File: src/design/rss_pkg.sv
// Shared types, constants, microcode program and angle table for the sector selector.
`timescale 1ns / 1ps
`default_nettype none

package rss_pkg;

    localparam int COORD_BITS   = 16;
    localparam int ANGLE_BITS   = 16;
    localparam int MAX_ITEMS    = 32;
    localparam int CORDIC_STEPS = 24;
    localparam int Z_BITS       = 32;

    localparam int IDX_BITS     = 5;
    localparam int CNT_BITS     = 6;
    localparam int DZ_BITS      = 12;
    localparam int MASK_BITS    = 32;
    localparam int REG_IDX_BITS = 2;
    localparam int CMD_BITS     = 2;
    localparam int EV_BITS      = 2;

    localparam int DIFF_BITS    = COORD_BITS + 1;
    localparam int SQ_BITS      = 2 * DIFF_BITS;
    localparam int RSQ_BITS     = 2 * DZ_BITS;
    localparam int CORD_BITS    = COORD_BITS + 4;
    localparam int SCALE_BITS   = ANGLE_BITS + CNT_BITS;

    // two vectoring iterations per loop step
    localparam int ITERS        = CORDIC_STEPS / 2;
    localparam int ITER_BITS    = 4;
    localparam int SH_BITS      = ITER_BITS + 1;
    localparam logic [ITER_BITS-1:0] ITER_LAST = ITER_BITS'(ITERS - 1);

    localparam logic [CMD_BITS-1:0] CMD_SHOW = 2'd0;
    localparam logic [CMD_BITS-1:0] CMD_MOVE = 2'd1;
    localparam logic [CMD_BITS-1:0] CMD_HIDE = 2'd2;

    localparam logic [EV_BITS-1:0] EV_NONE  = 2'd0;
    localparam logic [EV_BITS-1:0] EV_SHOW  = 2'd1;
    localparam logic [EV_BITS-1:0] EV_HOVER = 2'd2;
    localparam logic [EV_BITS-1:0] EV_HIDE  = 2'd3;

    localparam logic [REG_IDX_BITS-1:0] REG_DEADZONE = 2'd0;
    localparam logic [REG_IDX_BITS-1:0] REG_COUNT    = 2'd1;
    localparam logic [REG_IDX_BITS-1:0] REG_MASK     = 2'd2;

    localparam logic [DZ_BITS-1:0]   DZ_RESET    = '0;
    localparam logic [CNT_BITS-1:0]  CNT_RESET   = 6'd8;
    localparam logic [MASK_BITS-1:0] MASK_RESET  = '1;

    typedef logic [3:0] step_t;

    localparam step_t S_FETCH    = 4'd0;
    localparam step_t S_DISPATCH = 4'd1;
    localparam step_t S_CHECK    = 4'd2;
    localparam step_t S_DIFF     = 4'd3;
    localparam step_t S_SQX      = 4'd4;
    localparam step_t S_SQY      = 4'd5;
    localparam step_t S_CINIT    = 4'd6;
    localparam step_t S_CSTEP    = 4'd7;
    localparam step_t S_SCALE    = 4'd8;
    localparam step_t S_INDEX    = 4'd9;
    localparam step_t S_CMP      = 4'd10;
    localparam step_t S_HOVER    = 4'd11;
    localparam step_t S_HIDE     = 4'd12;
    localparam step_t S_SHOW     = 4'd13;

    typedef enum logic [3:0] {
        OP_NONE,
        OP_LATCH,
        OP_DIFF,
        OP_SQX,
        OP_SQY,
        OP_CINIT,
        OP_CSTEP,
        OP_SCALE,
        OP_INDEX,
        OP_HOVER,
        OP_HIDE,
        OP_SHOW
    } dp_op_t;

    typedef enum logic [2:0] {
        C_NEXT,
        C_ALWAYS,
        C_SHOW,
        C_SKIP,
        C_HIDE,
        C_INSIDE,
        C_MORE,
        C_SAME
    } cond_t;

    typedef struct packed {
        logic   wait_in;
        logic   emit;
        dp_op_t op;
        cond_t  cond;
        step_t  target;
    } ucode_t;

    typedef struct packed {
        logic   exec;
        logic   load;
        dp_op_t op;
    } ctl_t;

    typedef struct packed {
        logic cmd_show;
        logic cmd_hide;
        logic skip;
        logic in_dead;
        logic more;
        logic same;
    } stat_t;

    typedef struct packed {
        logic [EV_BITS-1:0]  event_res;
        logic                hover_valid;
        logic [IDX_BITS-1:0] hover_index;
        logic                selected;
        logic [IDX_BITS-1:0] selected_index;
    } res_t;

    function automatic ucode_t ucode(input step_t s);
        ucode_t w;
        w = '{wait_in: 1'b0, emit: 1'b0, op: OP_NONE, cond: C_NEXT, target: S_FETCH};
        case (s)
            S_FETCH:
            begin
                w.wait_in = 1'b1;
                w.op      = OP_LATCH;
            end
            S_DISPATCH:
            begin
                w.cond   = C_SHOW;
                w.target = S_SHOW;
            end
            S_CHECK:
            begin
                w.cond   = C_SKIP;
                w.target = S_FETCH;
            end
            S_DIFF:
            begin
                w.op     = OP_DIFF;
                w.cond   = C_HIDE;
                w.target = S_HIDE;
            end
            S_SQX:
            begin
                w.op = OP_SQX;
            end
            S_SQY:
            begin
                w.op = OP_SQY;
            end
            S_CINIT:
            begin
                w.op     = OP_CINIT;
                w.cond   = C_INSIDE;
                w.target = S_CMP;
            end
            S_CSTEP:
            begin
                w.op     = OP_CSTEP;
                w.cond   = C_MORE;
                w.target = S_CSTEP;
            end
            S_SCALE:
            begin
                w.op = OP_SCALE;
            end
            S_INDEX:
            begin
                w.op = OP_INDEX;
            end
            S_CMP:
            begin
                w.cond   = C_SAME;
                w.target = S_FETCH;
            end
            S_HOVER:
            begin
                w.emit = 1'b1;
                w.op   = OP_HOVER;
                w.cond = C_ALWAYS;
            end
            S_HIDE:
            begin
                w.emit = 1'b1;
                w.op   = OP_HIDE;
                w.cond = C_ALWAYS;
            end
            S_SHOW:
            begin
                w.emit = 1'b1;
                w.op   = OP_SHOW;
                w.cond = C_ALWAYS;
            end
            default:
            begin
                w.cond = C_ALWAYS;
            end
        endcase
        return w;
    endfunction

    // atan(2^-i) in units of 2^-32 turn
    function automatic logic [Z_BITS-1:0] atan_turn(input logic [SH_BITS-1:0] i);
        logic [Z_BITS-1:0] t;
        case (i)
            5'd0:    t = 32'h20000000;
            5'd1:    t = 32'h12E4051E;
            5'd2:    t = 32'h09FB385B;
            5'd3:    t = 32'h051111D4;
            5'd4:    t = 32'h028B0D43;
            5'd5:    t = 32'h0145D7E1;
            5'd6:    t = 32'h00A2F61E;
            5'd7:    t = 32'h00517C55;
            5'd8:    t = 32'h0028BE53;
            5'd9:    t = 32'h00145F2F;
            5'd10:   t = 32'h000A2F98;
            5'd11:   t = 32'h000517CC;
            5'd12:   t = 32'h00028BE6;
            5'd13:   t = 32'h000145F3;
            5'd14:   t = 32'h0000A2F9;
            5'd15:   t = 32'h0000517C;
            5'd16:   t = 32'h000028BE;
            5'd17:   t = 32'h0000145F;
            5'd18:   t = 32'h00000A2F;
            5'd19:   t = 32'h00000517;
            5'd20:   t = 32'h0000028B;
            5'd21:   t = 32'h00000145;
            5'd22:   t = 32'h000000A2;
            5'd23:   t = 32'h00000051;
            default: t = '0;
        endcase
        return t;
    endfunction

endpackage

`default_nettype wire

File: src/design/rss_if.sv
// Item, result and configuration channel interfaces of the sector selector.
`timescale 1ns / 1ps
`default_nettype none

interface rss_req_if;
    logic                                  valid;
    logic                                  ready;
    logic [rss_pkg::CMD_BITS-1:0]          cmd;
    logic signed [rss_pkg::COORD_BITS-1:0] cursor_x;
    logic signed [rss_pkg::COORD_BITS-1:0] cursor_y;

    modport source (output valid, output cmd, output cursor_x, output cursor_y, input ready);
    modport sink   (input valid, input cmd, input cursor_x, input cursor_y, output ready);
endinterface

interface rss_rsp_if;
    logic                         valid;
    logic                         ready;
    logic [rss_pkg::EV_BITS-1:0]  event_res;
    logic                         hover_valid;
    logic [rss_pkg::IDX_BITS-1:0] hover_index;
    logic                         selected;
    logic [rss_pkg::IDX_BITS-1:0] selected_index;

    modport source (output valid, output event_res, output hover_valid, output hover_index,
                    output selected, output selected_index, input ready);
    modport sink   (input valid, input event_res, input hover_valid, input hover_index,
                    input selected, input selected_index, output ready);
endinterface

interface rss_cfg_if;
    logic                             valid;
    logic                             ready;
    logic [rss_pkg::REG_IDX_BITS-1:0] reg_index;
    logic [rss_pkg::MASK_BITS-1:0]    data;

    modport source (output valid, output reg_index, output data, input ready);
    modport sink   (input valid, input reg_index, input data, output ready);
endinterface

`default_nettype wire

File: src/design/rss_seq.sv
// Microcode sequencer: step counter, control store lookup and conditional jumps.
`timescale 1ns / 1ps
`default_nettype none

module rss_seq (
    input  logic           clk,
    input  logic           rst_n,
    input  logic           in_valid,
    input  logic           out_busy,
    input  rss_pkg::stat_t stat,
    output logic           in_ready,
    output rss_pkg::ctl_t  ctl
);

    rss_pkg::step_t  step_reg;
    rss_pkg::step_t  step_next;
    rss_pkg::ucode_t cw;
    logic            advance;
    logic            take;

    always_comb
    begin
        cw       = rss_pkg::ucode(step_reg);
        in_ready = cw.wait_in;
        advance  = (!cw.wait_in || in_valid) && (!cw.emit || !out_busy);

        case (cw.cond)
            rss_pkg::C_NEXT:   take = 1'b0;
            rss_pkg::C_ALWAYS: take = 1'b1;
            rss_pkg::C_SHOW:   take = stat.cmd_show;
            rss_pkg::C_SKIP:   take = stat.skip;
            rss_pkg::C_HIDE:   take = stat.cmd_hide;
            rss_pkg::C_INSIDE: take = stat.in_dead;
            rss_pkg::C_MORE:   take = stat.more;
            rss_pkg::C_SAME:   take = stat.same;
            default:           take = 1'b0;
        endcase

        if (!advance)
        begin
            step_next = step_reg;
        end
        else if (take)
        begin
            step_next = cw.target;
        end
        else
        begin
            step_next = step_reg + 4'd1;
        end

        ctl.exec = advance;
        ctl.load = advance && cw.emit;
        ctl.op   = cw.op;
    end

    always_ff @(posedge clk or negedge rst_n)
    begin
        if (!rst_n)
        begin
            step_reg <= rss_pkg::S_FETCH;
        end
        else
        begin
            step_reg <= step_next;
        end
    end

endmodule

`default_nettype wire

File: src/design/rss_dp.sv
// Datapath: config registers, menu state, squarer, CORDIC unit and sector scaling.
`timescale 1ns / 1ps
`default_nettype none

module rss_dp (
    input  logic                                  clk,
    input  logic                                  rst_n,
    input  rss_pkg::ctl_t                         ctl,
    input  logic [rss_pkg::CMD_BITS-1:0]          cmd,
    input  logic signed [rss_pkg::COORD_BITS-1:0] cursor_x,
    input  logic signed [rss_pkg::COORD_BITS-1:0] cursor_y,
    input  logic                                  cfg_we,
    input  logic [rss_pkg::REG_IDX_BITS-1:0]      cfg_index,
    input  logic [rss_pkg::MASK_BITS-1:0]         cfg_data,
    output rss_pkg::stat_t                        stat,
    output rss_pkg::res_t                         res
);

    localparam int CB  = rss_pkg::CORD_BITS;
    localparam int DB  = rss_pkg::DIFF_BITS;
    localparam int QB  = rss_pkg::SQ_BITS;
    localparam int SB  = rss_pkg::SCALE_BITS;
    localparam int AB  = rss_pkg::ANGLE_BITS;
    localparam int ZB  = rss_pkg::Z_BITS;
    localparam int NB  = rss_pkg::CNT_BITS;
    localparam int IB  = rss_pkg::IDX_BITS;

    // configuration
    logic [rss_pkg::DZ_BITS-1:0]   dz_reg;
    logic [NB-1:0]                 cnt_reg;
    logic [rss_pkg::MASK_BITS-1:0] mask_reg;

    // menu state
    logic                                  open_reg;
    logic                                  hovering_reg;
    logic [IB-1:0]                         hovered_reg;
    logic signed [rss_pkg::COORD_BITS-1:0] ctr_x_reg;
    logic signed [rss_pkg::COORD_BITS-1:0] ctr_y_reg;

    // working registers
    logic [rss_pkg::CMD_BITS-1:0]          cmd_reg;
    logic signed [rss_pkg::COORD_BITS-1:0] x_reg;
    logic signed [rss_pkg::COORD_BITS-1:0] y_reg;
    logic signed [DB-1:0]                  dx_reg;
    logic signed [DB-1:0]                  dy_reg;
    logic [QB-1:0]                         acc_reg;
    logic [rss_pkg::RSQ_BITS-1:0]          rsq_reg;
    logic signed [CB-1:0]                  cx_reg;
    logic signed [CB-1:0]                  cy_reg;
    logic [ZB-1:0]                         z_reg;
    logic [rss_pkg::ITER_BITS-1:0]         iter_reg;
    logic [SB-1:0]                         scale_reg;
    logic                                  nv_reg;
    logic [IB-1:0]                         ni_reg;

    logic [NB-1:0]             n_eff;
    logic [DB-1:0]             ax;
    logic [DB-1:0]             ay;
    logic [DB-1:0]             mul_in;
    logic [QB-1:0]             sq;
    logic [SB-1:0]             idx_sum;
    logic [NB-1:0]             idx_raw;
    logic                      sel;
    logic [rss_pkg::SH_BITS-1:0] sh0;
    logic [rss_pkg::SH_BITS-1:0] sh1;
    logic signed [CB-1:0]      x1;
    logic signed [CB-1:0]      y1;
    logic signed [CB-1:0]      x2;
    logic signed [CB-1:0]      y2;
    logic [ZB-1:0]             z1;
    logic [ZB-1:0]             z2;

    always_comb
    begin
        n_eff = (cnt_reg > NB'(rss_pkg::MAX_ITEMS)) ? NB'(rss_pkg::MAX_ITEMS) : cnt_reg;
        ax     = dx_reg[DB-1] ? DB'(-dx_reg) : DB'(dx_reg);
        ay     = dy_reg[DB-1] ? DB'(-dy_reg) : DB'(dy_reg);
        mul_in = (ctl.op == rss_pkg::OP_SQY) ? ay : ax;
        sq     = QB'(mul_in) * QB'(mul_in);

        idx_sum = scale_reg + SB'(1 << (AB - 1));
        idx_raw = idx_sum[SB-1:AB];

        sel = hovering_reg && ({1'b0, hovered_reg} < n_eff) && mask_reg[hovered_reg];
    end

    // two chained vectoring iterations
    always_comb
    begin
        sh0 = {iter_reg, 1'b0};
        sh1 = {iter_reg, 1'b1};
        if (!cy_reg[CB-1])
        begin
            x1 = cx_reg + (cy_reg >>> sh0);
            y1 = cy_reg - (cx_reg >>> sh0);
            z1 = z_reg + rss_pkg::atan_turn(sh0);
        end
        else
        begin
            x1 = cx_reg - (cy_reg >>> sh0);
            y1 = cy_reg + (cx_reg >>> sh0);
            z1 = z_reg - rss_pkg::atan_turn(sh0);
        end
        if (!y1[CB-1])
        begin
            x2 = x1 + (y1 >>> sh1);
            y2 = y1 - (x1 >>> sh1);
            z2 = z1 + rss_pkg::atan_turn(sh1);
        end
        else
        begin
            x2 = x1 - (y1 >>> sh1);
            y2 = y1 + (x1 >>> sh1);
            z2 = z1 - rss_pkg::atan_turn(sh1);
        end
    end

    always_comb
    begin
        stat.cmd_show = (cmd_reg == rss_pkg::CMD_SHOW);
        stat.cmd_hide = (cmd_reg == rss_pkg::CMD_HIDE);
        stat.skip     = !open_reg || !((cmd_reg == rss_pkg::CMD_MOVE) ||
                                       (cmd_reg == rss_pkg::CMD_HIDE));
        stat.in_dead  = (n_eff == '0) || (acc_reg < QB'(rsq_reg));
        stat.more     = (iter_reg != rss_pkg::ITER_LAST);
        stat.same     = (nv_reg == hovering_reg) && (!nv_reg || (ni_reg == hovered_reg));
    end

    always_comb
    begin
        res = '0;
        case (ctl.op)
            rss_pkg::OP_SHOW:
            begin
                res.event_res = rss_pkg::EV_SHOW;
            end
            rss_pkg::OP_HOVER:
            begin
                res.event_res   = rss_pkg::EV_HOVER;
                res.hover_valid = nv_reg;
                res.hover_index = nv_reg ? ni_reg : '0;
            end
            rss_pkg::OP_HIDE:
            begin
                res.event_res      = rss_pkg::EV_HIDE;
                res.selected       = sel;
                res.selected_index = sel ? hovered_reg : '0;
            end
            default:
            begin
                res.event_res = rss_pkg::EV_NONE;
            end
        endcase
    end

    always_ff @(posedge clk or negedge rst_n)
    begin
        if (!rst_n)
        begin
            dz_reg       <= rss_pkg::DZ_RESET;
            cnt_reg      <= rss_pkg::CNT_RESET;
            mask_reg     <= rss_pkg::MASK_RESET;
            open_reg     <= 1'b0;
            hovering_reg <= 1'b0;
            hovered_reg  <= '0;
            ctr_x_reg    <= '0;
            ctr_y_reg    <= '0;
        end
        else
        begin
            if (cfg_we)
            begin
                case (cfg_index)
                    rss_pkg::REG_DEADZONE: dz_reg   <= cfg_data[rss_pkg::DZ_BITS-1:0];
                    rss_pkg::REG_COUNT:    cnt_reg  <= cfg_data[NB-1:0];
                    rss_pkg::REG_MASK:     mask_reg <= cfg_data;
                    default:               ;
                endcase
            end
            if (ctl.exec)
            begin
                case (ctl.op)
                    rss_pkg::OP_SHOW:
                    begin
                        ctr_x_reg    <= x_reg;
                        ctr_y_reg    <= y_reg;
                        open_reg     <= 1'b1;
                        hovering_reg <= 1'b0;
                        hovered_reg  <= '0;
                    end
                    rss_pkg::OP_HOVER:
                    begin
                        hovering_reg <= nv_reg;
                        hovered_reg  <= ni_reg;
                    end
                    rss_pkg::OP_HIDE:
                    begin
                        open_reg     <= 1'b0;
                        hovering_reg <= 1'b0;
                        hovered_reg  <= '0;
                    end
                    default:
                    begin
                    end
                endcase
            end
        end
    end

    always_ff @(posedge clk)
    begin
        if (ctl.exec)
        begin
            case (ctl.op)
                rss_pkg::OP_LATCH:
                begin
                    cmd_reg <= cmd;
                    x_reg   <= cursor_x;
                    y_reg   <= cursor_y;
                end
                rss_pkg::OP_DIFF:
                begin
                    dx_reg  <= DB'(x_reg) - DB'(ctr_x_reg);
                    dy_reg  <= DB'(y_reg) - DB'(ctr_y_reg);
                    rsq_reg <= rss_pkg::RSQ_BITS'(dz_reg) * rss_pkg::RSQ_BITS'(dz_reg);
                end
                rss_pkg::OP_SQX:
                begin
                    acc_reg <= sq;
                end
                rss_pkg::OP_SQY:
                begin
                    acc_reg <= acc_reg + sq;
                end
                rss_pkg::OP_CINIT:
                begin
                    // x = -dy, y = dx; a vector with x < 0 is turned half a turn
                    if (!dy_reg[DB-1] && (dy_reg != '0))
                    begin
                        cx_reg <= CB'(dy_reg);
                        cy_reg <= -CB'(dx_reg);
                        z_reg  <= {1'b1, {(ZB-1){1'b0}}};
                    end
                    else
                    begin
                        cx_reg <= -CB'(dy_reg);
                        cy_reg <= CB'(dx_reg);
                        z_reg  <= '0;
                    end
                    iter_reg <= '0;
                    nv_reg   <= 1'b0;
                    ni_reg   <= '0;
                end
                rss_pkg::OP_CSTEP:
                begin
                    cx_reg   <= x2;
                    cy_reg   <= y2;
                    z_reg    <= z2;
                    iter_reg <= iter_reg + 1'b1;
                end
                rss_pkg::OP_SCALE:
                begin
                    scale_reg <= SB'(z_reg[ZB-1:ZB-AB]) * SB'(n_eff);
                end
                rss_pkg::OP_INDEX:
                begin
                    nv_reg <= 1'b1;
                    ni_reg <= (idx_raw >= n_eff) ? '0 : idx_raw[IB-1:0];
                end
                default:
                begin
                end
            endcase
        end
    end

endmodule

`default_nettype wire

File: src/design/radial_sector_selector.sv
// Top level of the radial sector selector: sequencer, datapath and result register.
//
//  channel   dir   handshake      payload
//  req       in    valid/ready    cmd, cursor_x, cursor_y
//  rsp       out   valid/ready    event_res, hover_valid, hover_index, selected, selected_index
//  cfg       in    valid/ready    reg_index, data (ready always high)
//
// One item at a time. A move runs the CORDIC loop, two vectoring iterations per cycle,
// and gives a result only when the hover changes; inside the deadzone it skips the loop.
// A result sits in the output register while the next item is taken; only
// the step that produces the following result stalls on a full register.
// Reset is asynchronous and clears control state; no clearing pass.
`timescale 1ns / 1ps
`default_nettype none

module radial_sector_selector (
    input  logic      clk,
    input  logic      rst_n,
    rss_req_if.sink   req,
    rss_rsp_if.source rsp,
    rss_cfg_if.sink   cfg
);

    rss_pkg::ctl_t  ctl;
    rss_pkg::stat_t stat;
    rss_pkg::res_t  load_res;
    rss_pkg::res_t  res_reg;
    logic           out_valid_reg;
    logic           out_valid_next;
    logic           out_busy;
    logic           in_ready;

    assign out_busy  = out_valid_reg && !rsp.ready;
    assign req.ready = in_ready;
    assign cfg.ready = 1'b1;

    rss_seq u_seq (
        .clk      (clk),
        .rst_n    (rst_n),
        .in_valid (req.valid),
        .out_busy (out_busy),
        .stat     (stat),
        .in_ready (in_ready),
        .ctl      (ctl)
    );

    rss_dp u_dp (
        .clk       (clk),
        .rst_n     (rst_n),
        .ctl       (ctl),
        .cmd       (req.cmd),
        .cursor_x  (req.cursor_x),
        .cursor_y  (req.cursor_y),
        .cfg_we    (cfg.valid && cfg.ready),
        .cfg_index (cfg.reg_index),
        .cfg_data  (cfg.data),
        .stat      (stat),
        .res       (load_res)
    );

    always_comb
    begin
        if (ctl.load)
        begin
            out_valid_next = 1'b1;
        end
        else if (rsp.ready)
        begin
            out_valid_next = 1'b0;
        end
        else
        begin
            out_valid_next = out_valid_reg;
        end
    end

    always_ff @(posedge clk or negedge rst_n)
    begin
        if (!rst_n)
        begin
            out_valid_reg <= 1'b0;
        end
        else
        begin
            out_valid_reg <= out_valid_next;
        end
    end

    always_ff @(posedge clk)
    begin
        if (ctl.load)
        begin
            res_reg <= load_res;
        end
    end

    assign rsp.valid          = out_valid_reg;
    assign rsp.event_res      = res_reg.event_res;
    assign rsp.hover_valid    = res_reg.hover_valid;
    assign rsp.hover_index    = res_reg.hover_index;
    assign rsp.selected       = res_reg.selected;
    assign rsp.selected_index = res_reg.selected_index;

    a_no_overwrite: assert property (@(posedge clk) disable iff (!rst_n)
        ctl.load |-> !out_busy)
        else $error("result register overwritten while pending");

    a_one_item: assert property (@(posedge clk) disable iff (!rst_n)
        (req.valid && req.ready) |=> !req.ready)
        else $error("second item taken while one is in work");

    a_sel_on_hide: assert property (@(posedge clk) disable iff (!rst_n)
        (ctl.load && load_res.selected) |-> (load_res.event_res == rss_pkg::EV_HIDE))
        else $error("selection reported outside hide");

    a_hover_on_move: assert property (@(posedge clk) disable iff (!rst_n)
        (ctl.load && load_res.hover_valid) |-> (load_res.event_res == rss_pkg::EV_HOVER))
        else $error("hover reported outside hover change");

endmodule

`default_nettype wire
File: src/flat_wrapper.sv
// flat-port wrapper written by rule: the top's interface ports become plain ports
module radial_sector_selector_flat 
  (clk, rst_n, req_valid, req_cmd, req_cursor_x, req_cursor_y, req_ready, rsp_valid, rsp_event_res, rsp_hover_valid, rsp_hover_index, rsp_selected, rsp_selected_index, rsp_ready, cfg_valid, cfg_reg_index, cfg_data, cfg_ready);
  rss_req_if req_i ();
  rss_rsp_if rsp_i ();
  rss_cfg_if cfg_i ();
  input  logic clk;
  input  logic rst_n;
  input wire logic [$bits(req_i.valid)-1:0] req_valid;
  input wire logic [$bits(req_i.cmd)-1:0] req_cmd;
  input wire logic [$bits(req_i.cursor_x)-1:0] req_cursor_x;
  input wire logic [$bits(req_i.cursor_y)-1:0] req_cursor_y;
  output wire logic [$bits(req_i.ready)-1:0] req_ready;
  output wire logic [$bits(rsp_i.valid)-1:0] rsp_valid;
  output wire logic [$bits(rsp_i.event_res)-1:0] rsp_event_res;
  output wire logic [$bits(rsp_i.hover_valid)-1:0] rsp_hover_valid;
  output wire logic [$bits(rsp_i.hover_index)-1:0] rsp_hover_index;
  output wire logic [$bits(rsp_i.selected)-1:0] rsp_selected;
  output wire logic [$bits(rsp_i.selected_index)-1:0] rsp_selected_index;
  input wire logic [$bits(rsp_i.ready)-1:0] rsp_ready;
  input wire logic [$bits(cfg_i.valid)-1:0] cfg_valid;
  input wire logic [$bits(cfg_i.reg_index)-1:0] cfg_reg_index;
  input wire logic [$bits(cfg_i.data)-1:0] cfg_data;
  output wire logic [$bits(cfg_i.ready)-1:0] cfg_ready;
  assign req_i.valid = req_valid;
  assign req_i.cmd = req_cmd;
  assign req_i.cursor_x = req_cursor_x;
  assign req_i.cursor_y = req_cursor_y;
  assign req_ready = req_i.ready;
  assign rsp_valid = rsp_i.valid;
  assign rsp_event_res = rsp_i.event_res;
  assign rsp_hover_valid = rsp_i.hover_valid;
  assign rsp_hover_index = rsp_i.hover_index;
  assign rsp_selected = rsp_i.selected;
  assign rsp_selected_index = rsp_i.selected_index;
  assign rsp_i.ready = rsp_ready;
  assign cfg_i.valid = cfg_valid;
  assign cfg_i.reg_index = cfg_reg_index;
  assign cfg_i.data = cfg_data;
  assign cfg_ready = cfg_i.ready;
  radial_sector_selector u_core (.clk(clk), .rst_n(rst_n), .req(req_i), .rsp(rsp_i), .cfg(cfg_i));
endmodule
File: config.mk
export PLATFORM = sky130hd
export DESIGN_NAME = radial_sector_selector_flat
export DESIGN_NICKNAME = d
export VERILOG_FILES = /design/src/design/rss_pkg.sv /design/src/design/rss_if.sv /design/src/design/rss_seq.sv /design/src/design/rss_dp.sv /design/src/design/radial_sector_selector.sv /design/src/flat_wrapper.sv
export SDC_FILE = /design/constraint.sdc
export NUM_CORES = 2
export LEC_CHECK = 0
export BUFFER_PORTS_ARGS = -buffer_cell sky130_fd_sc_hd__buf_2
export CAP_MARGIN = 20
export CORE_ASPECT_RATIO = 1.5
export CORE_MARGIN = 2
export CORE_UTILIZATION = 43
export CTS_CLUSTER_SIZE = 30
export DETAILED_ROUTE_END_ITERATION = 16
export PLACE_DENSITY = 0.67
export RECOVER_POWER = 25
export SYNTH_ARGS = -nofsm -noshare
export SYNTH_HDL_FRONTEND = slang
export SYNTH_SLANG_ARGS = --single-unit
File: constraint.sdc
create_clock -name clk -period 22.9 [get_ports clk]
set_input_delay 2.29 -clock clk [delete_from_list [all_inputs] [get_ports clk]]
set_output_delay 2.29 -clock clk [all_outputs]
set_load 0.02 [all_outputs]
# After elaboration in Yosys (flattened, before gate mapping)
# Memories as Yosys holds them, arrays and structs flattened. A register that Yosys moved wholly into a read port is not among the register bits.
# Cells that the tools add are included.
dict set report word_totals {
  regBits 338
  mem_bits_ro 3392
  input_bits 73
  elab_cells 199
  memories 4
}
# name words word_bits read_ports rd_ports_with_merged_regs wr line_no
set mem_list {}
lappend mem_list {{(name not given)} 32 27 1 1 0 rss_pkg.sv:211} ;# case (i)
lappend mem_list {{(name not given)} 32 27 1 1 0 rss_pkg.sv:211}
lappend mem_list {{(name not given)} 32 26 1 1 0 rss_pkg.sv:211}
lappend mem_list {{(name not given)} 32 26 1 1 0 rss_pkg.sv:211}
dict set report op_classes {
  add_sub_neg 22
  mul 3
  magnitude_cmp 5
  eq_ne 38
  n_shift 4
  n_mux 44
  n_reduce_logical 50
}
# cell n
set ops {}
lappend ops {{$mux W32} 7}
lappend ops {{$mux W20} 6}
lappend ops {{$add A20 B20 Y20} 4}
lappend ops {{$pmux W20 S2} 2}
lappend ops {{$sshr A20 B5 Y20} 4}
lappend ops {{$sub A20 B20 Y20} 4}
lappend ops {{$pmux W34 S2} 1}
lappend ops {{$add A32 B32 Y32} 2}
lappend ops {{$pmux W32 S2} 1}
lappend ops {{$sub A32 B32 Y32} 2}
lappend ops {{$mux W17} 3}
lappend ops {{$pmux W4 S11} 1}
lappend ops {{$eq A4 B4 Y1 const B} 10}
lappend ops {{$neg A17 Y20} 2}
lappend ops {{$add A34 B34 Y34} 1}
lappend ops {{$lt A34 B24 Y1} 1}
lappend ops {{$mul A17 B17 Y34} 1}
lappend ops {{$neg A17 Y17} 2}
lappend ops {{$sub A16 B16 Y17} 2}
lappend ops {{$eq A4 B3 Y1 const B} 8}
lappend ops {{$reduce_and A2 Y1} 14}
lappend ops {{$mux W5} 5}
lappend ops {{$mul A12 B12 Y24} 1}
lappend ops {{$add A22 B16 Y22 const B} 1}
lappend ops {{39 further kinds} 81}

# Longest topological paths before layout
dict set report logic_depth {
  ltp_word 8
  mapped_depth 48
  depth_no_buf 46
}

# Modules after synthesis
# A second synthesis with hierarchy kept.
dict set report unflattened {
  hier_cells 5330
  hier_area_um2 46358.2
}
# mod n_inst cells_per_inst area_per_inst_um2
set by_module_without_submodules {}
lappend by_module_without_submodules {rss_dp 1 5225 45210.9}
lappend by_module_without_submodules {rss_seq 1 86 670.6}
lappend by_module_without_submodules {radial_sector_selector 1 19 476.7}

# Worst setup path before layout
# Ideal clock, no wire load.
dict set report synth_path {
  kind {reg2reg}
  from {reg u_core.u_dp.dy_reg[1]}
  to {reg u_core.u_dp.acc_reg[33] (data pin)}
  arrival_time_ns 10.832
  path_slack_ns 11.809
  stages_incl_launch_ff 49
  n_path_buf 2
  cell_sequence {edfxtp_1 -> inv_1 -> ha_1 -> nand2_1 -> or2_2 -> nand2b_1 -> or4_1 -> or3_1 -> nor3_1 -> or2_2 -> clkbuf_1 -> nand2_1 -> a21oi_1 -> o21a_1 -> clkbuf_1 -> clkinv_1 -> nand2_1 -> inv_1 -> [13 not listed] -> a21o_1 -> a211oi_1 -> o21bai_1 -> a21oi_1 -> o21bai_1 -> a21oi_1 -> xnor2_1 -> ha_1 -> nand3_1 -> nor3_1 -> o21ai_0 -> o211ai_1 -> and4_1 -> o41ai_1 -> or4b_2 -> nand3_1 -> xnor2_1 -> xnor2_1}
}
dict set report synth_via {
  elab_chain_len 6
}
# element line_no
set synth_rtl {}
lappend synth_rtl {{start: declaration} rss_dp.sv:45} ;# logic signed [DB-1:0] dy_reg;
lappend synth_rtl {{start signal: assignment} rss_dp.sv:224} ;# dy_reg <= DB'(y_reg) - DB'(ctr_y_reg);
lappend synth_rtl {{$neg A17 Y17} rss_dp.sv:77} ;# ay = dy_reg[DB-1] ? DB'(-dy_reg) : DB'(dy_reg);
lappend synth_rtl {{$mux W17 (*)} rss_dp.sv:77}
lappend synth_rtl {{$mux W17 (*)} rss_dp.sv:78} ;# mul_in = (ctl.op == rss_pkg::OP_SQY) ? ay : ax;
lappend synth_rtl {{$mul A17 B17 Y34 (*)} rss_dp.sv:79} ;# sq = QB'(mul_in) * QB'(mul_in);
lappend synth_rtl {{$add A34 B34 Y34} rss_dp.sv:233} ;# acc_reg <= acc_reg + sq;
lappend synth_rtl {{$pmux W34 S2 (*)} rss_dp.sv:214} ;# case (ctl.op)
lappend synth_rtl {{end signal: assignment} rss_dp.sv:229} ;# acc_reg <= sq;
lappend synth_rtl {{end signal: assignment} rss_dp.sv:233}
lappend synth_rtl {{end: declaration} rss_dp.sv:46} ;# logic [QB-1:0] acc_reg;
# Every way passes the cells marked *; elsewhere a longest branch is shown, timed or not.
# A chain may end at the register's enable or synchronous reset.

# Final worst setup path
dict set report layout_path {
  from {reg u_core.u_dp.dy_reg[0]}
  to {reg u_core.u_dp.acc_reg[33] (data pin)}
}
# The elaborated chain is that of the path after synthesis.

==> impl_metrics.json <==
{
  "htreeDepth": 2,
  "ys_seq_area_frac": 0.2188,
  "clk_path_buf_depth": 3,
  "grt_pass1_wl_um": 207000,
  "synth_edf_count": 228,
  "hold_path_depth": 2,
  "post-cts-setup-buffers": 0,
  "grt_pass1_vias": 38730,
  "maxSlewViolCount": 165,
  "syn_area_um2": 45800,
  "post-route-period-util": 0.5386,
  "seqCellArea_um2": 10020,
  "critPathSlowestCell": "or4b_2",
  "final_nets": 6078,
  "min_period_ps": 12330,
  "yosysWarnings": 0,
  "rows": 146,
  "yosysUniqueCellTypes": 104,
  "clk_pin_slew_ps": 70,
  "finalWorstSetupSlack_ps": 10570,
  "rr_worst_depth": 46,
  "crit_arrival_ps": 12680,
  "cp_top_family": "adder cells",
  "max_stage_delay_ps": 620,
  "worst_slew_pin_slew_ps": 3493,
  "die_y_um": 403.7,
  "cts.sinks": 361,
  "setup_viol": 0,
  "r2r-end": "u_core.u_dp.acc_reg[33]$_DFFE_PP_",
  "tns_ps": 0,
  "routed_wl_um": 130800,
  "dp_slack_ps": 10660,
  "place_hpwl_um": 104300,
  "first_pass_iters": 6,
  "die_w_um": 270.5,
  "cts-root-buf": "clkbuf_16",
  "routedWlPerCell_um": 19.65,
  "fmax_ghz": 0.08107,
  "crit_buf_inv": 7,
  "rsz0062_at_grt": "false",
  "initial_utilization": 0.4337,
  "holdPathEnd": "u_core.u_dp.ctr_x_reg[0]$_DFFE_PN0P_",
  "routed_via_density": 5.743,
  "cp-end-kind": "flip-flop",
  "ff2ff_setup_slack_ps": 10570,
  "hold_viol": 0,
  "postCtsResizedCells": 0,
  "fill_cells": 10360,
  "drt_iter0_markers": 2390,
  "port_buffers": 88,
  "core_area_um2": 105600,
  "required_ps": 23240,
  "skew_ps": 47.30,
  "start_kind": "flip-flop",
  "drc": 0,
  "syn-num-nets": 6099,
  "utilization": 0.4639,
  "synthCells": 5237,
  "ctsHoldBuffers": 0,
  "ys_async_sr_fraction": 0.2604,
  "maxCapViolCount": 3,
  "clock_latency_ps": 620,
  "cts_buffers": 42,
  "violations": "max-capacitance violations, max-slew violations",
  "r2r-start": "u_core.u_dp.dy_reg[0]$_DFFE_PP_",
  "avgSynthCellArea_um2": 8.745,
  "drive_gt1_frac": 0.08097,
  "grt_start_max_net_pins": 67,
  "worstSetupPathType": "reg2reg",
  "track_usage": 0.2375,
  "ys_seq_elements": 361,
  "antenna_found_initial": 4,
  "status": "complete, but fails checks",
  "vias": 38230,
  "syn2layout_area_growth_pct": 6.950,
  "dieArea_um2": 109200,
  "gp_congestion": 1.016,
  "worst_slew_margin_rel": -1.329,
  "ys.flop_type": "edfxtp_1",
  "drtAntennaViolNets": 0,
  "hold_path_startpoint": "u_core.u_dp.ctr_x_reg[0]$_DFFE_PN0P_",
  "cts_tree": "done",
  "gr-total-overflow": 0,
  "io_pins": 90,
  "path_max_fanout": 11,
  "multi_input_area_um2": 32640,
  "min_path_type": "reg2reg"
}
## worst max-delay path by stage
| stage | from | end | cells past startpoint |
|---|---|---|---|
| detailed placement | u_core.u_dp.dy_reg[0]$_DFFE_PP_ | u_core.u_dp.acc_reg[33]$_DFFE_PP_ | 46 |
| finish | u_core.u_dp.dy_reg[0]$_DFFE_PP_ | u_core.u_dp.acc_reg[33]$_DFFE_PP_ | 46 |
| global route | u_core.u_dp.dy_reg[0]$_DFFE_PP_ | u_core.u_dp.acc_reg[33]$_DFFE_PP_ | 46 |
| global placement | u_core.u_dp.dy_reg[1]$_DFFE_PP_ | u_core.u_dp.acc_reg[33]$_DFFE_PP_ | 46 |
| floorplan | u_core.u_dp.dy_reg[1]$_DFFE_PP_ | u_core.u_dp.acc_reg[33]$_DFFE_PP_ | 48 |
| CTS | u_core.u_dp.dy_reg[0]$_DFFE_PP_ | u_core.u_dp.acc_reg[33]$_DFFE_PP_ | 46 |
## layout make-up
cell class	count	area share
Multi-Input combinational cell	4033	0.6663
Sequential cell	361	0.2046
Inverter	640	0.04907
Tap cell	1406	0.03592
Clock buffer	52	0.02309
Timing Repair Buffer	138	0.01602
Clock inverter	25	0.004905
Antenna cell	2	0.0001022
## synthesized netlist by cell type, types with 25 or more instances
master / n / area [um2]
a31oi_1: 34 / 212.7
or3_1: 47 / 294.0
xnor2_1: 226 / 1979
fa_1: 334 / 6686
nand2_1: 506 / 1899
o31ai_1: 37 / 277.8
edfxtp_1: 228 / 6847
xor2_1: 115 / 1007
o21ai_0: 287 / 1436
dfrtp_1: 61 / 1526
and3_1: 43 / 269.0
nor2b_1: 58 / 362.9
nand3_1: 83 / 415.4
ha_1: 455 / 5693
o21a_1: 66 / 495.5
mux2i_1: 54 / 540.5
a21boi_0: 34 / 255.2
and2_1: 109 / 681.9
a211oi_1: 38 / 285.3
or2_2: 31 / 193.9
o211ai_1: 31 / 232.7
buf_1: 27 / 101.4
o22ai_1: 25 / 156.4
a21o_1: 84 / 630.6
a21oi_1: 295 / 1476
nor3_1: 101 / 505.5
nor2_1: 435 / 1633
mux4_2: 31 / 698.2
inv_1: 629 / 2361
dfstp_2: 33 / 867.1
nand2b_1: 42 / 262.8
dfxtp_1: 39 / 780.8
mux2_2: 94 / 1059
clkbuf_1: 158 / 593.1
## cell usage in the layout, fill, tap and decap left out, types with 84 or more instances in the layout
master	netlist	final
nand2_1	506	505
xor2_1	115	115
and2_1	109	105
xnor2_1	226	224
nor3_1	101	97
mux2_2	94	94
nor2_1	435	432
a21oi_1	295	295
a21o_1	84	84
fa_1	334	334
ha_1	455	455
o21ai_0	287	287
edfxtp_1	228	228
inv_1	629	628
## worst reg2reg max path: cells and delay by family (launching register included)
| family | cells | cell delay, ps |
|---|---|---|
| xor gates and xnor gates | 3 | 340 |
| and+or+nand+nor | 16 | 4010 |
| adders and majority gates | 9 | 4010 |
| AOI/OAI and AO/OA | 11 | 2450 |
| DFF | 1 | 440 |
| buffers and inverters | 7 | 800 |
## routing by layer
layer  GRT usage  wire length [um]  up-vias
li1            -                 -    18030
met1      0.2620             48710    18660
met2      0.4400             67760     1126
met3     0.02133              5633      409
met4      0.1431              8714        0
met5           0                 0        -
## stage by stage
step / instances / area, um2 / hold slack, ps
2_1_floorplan: 5237 / 45800 / 456.3
5_1_grt: 6657 / 48980 / 505.9
3_3_place_gp: 6577 / 47640 / 469.5
3_5_place_dp: 6578 / 47640 / 483.5
4_1_cts: 6655 / 49010 / 496.4
6_report: 6657 / 48980 / 491.1
## cells by family after synthesis
| logic type | share of synthesized area |
|---|---|
| AND/OR/NAND/NOR | 0.1606 |
| AO/OA/AOI/OAI | 0.1622 |
| buffers and inverters | 0.07021 |
| adder cells (fa/ha/maj) | 0.2703 |
| flip-flops | 0.2188 |
| XOR/XNOR | 0.06628 |
| multiplexers | 0.05155 |
| other | 0.00008188 |
Power is left out: the tool's default activity adds up to more than one toggle a clock period on the data nets, which glitch-free logic cannot reach.
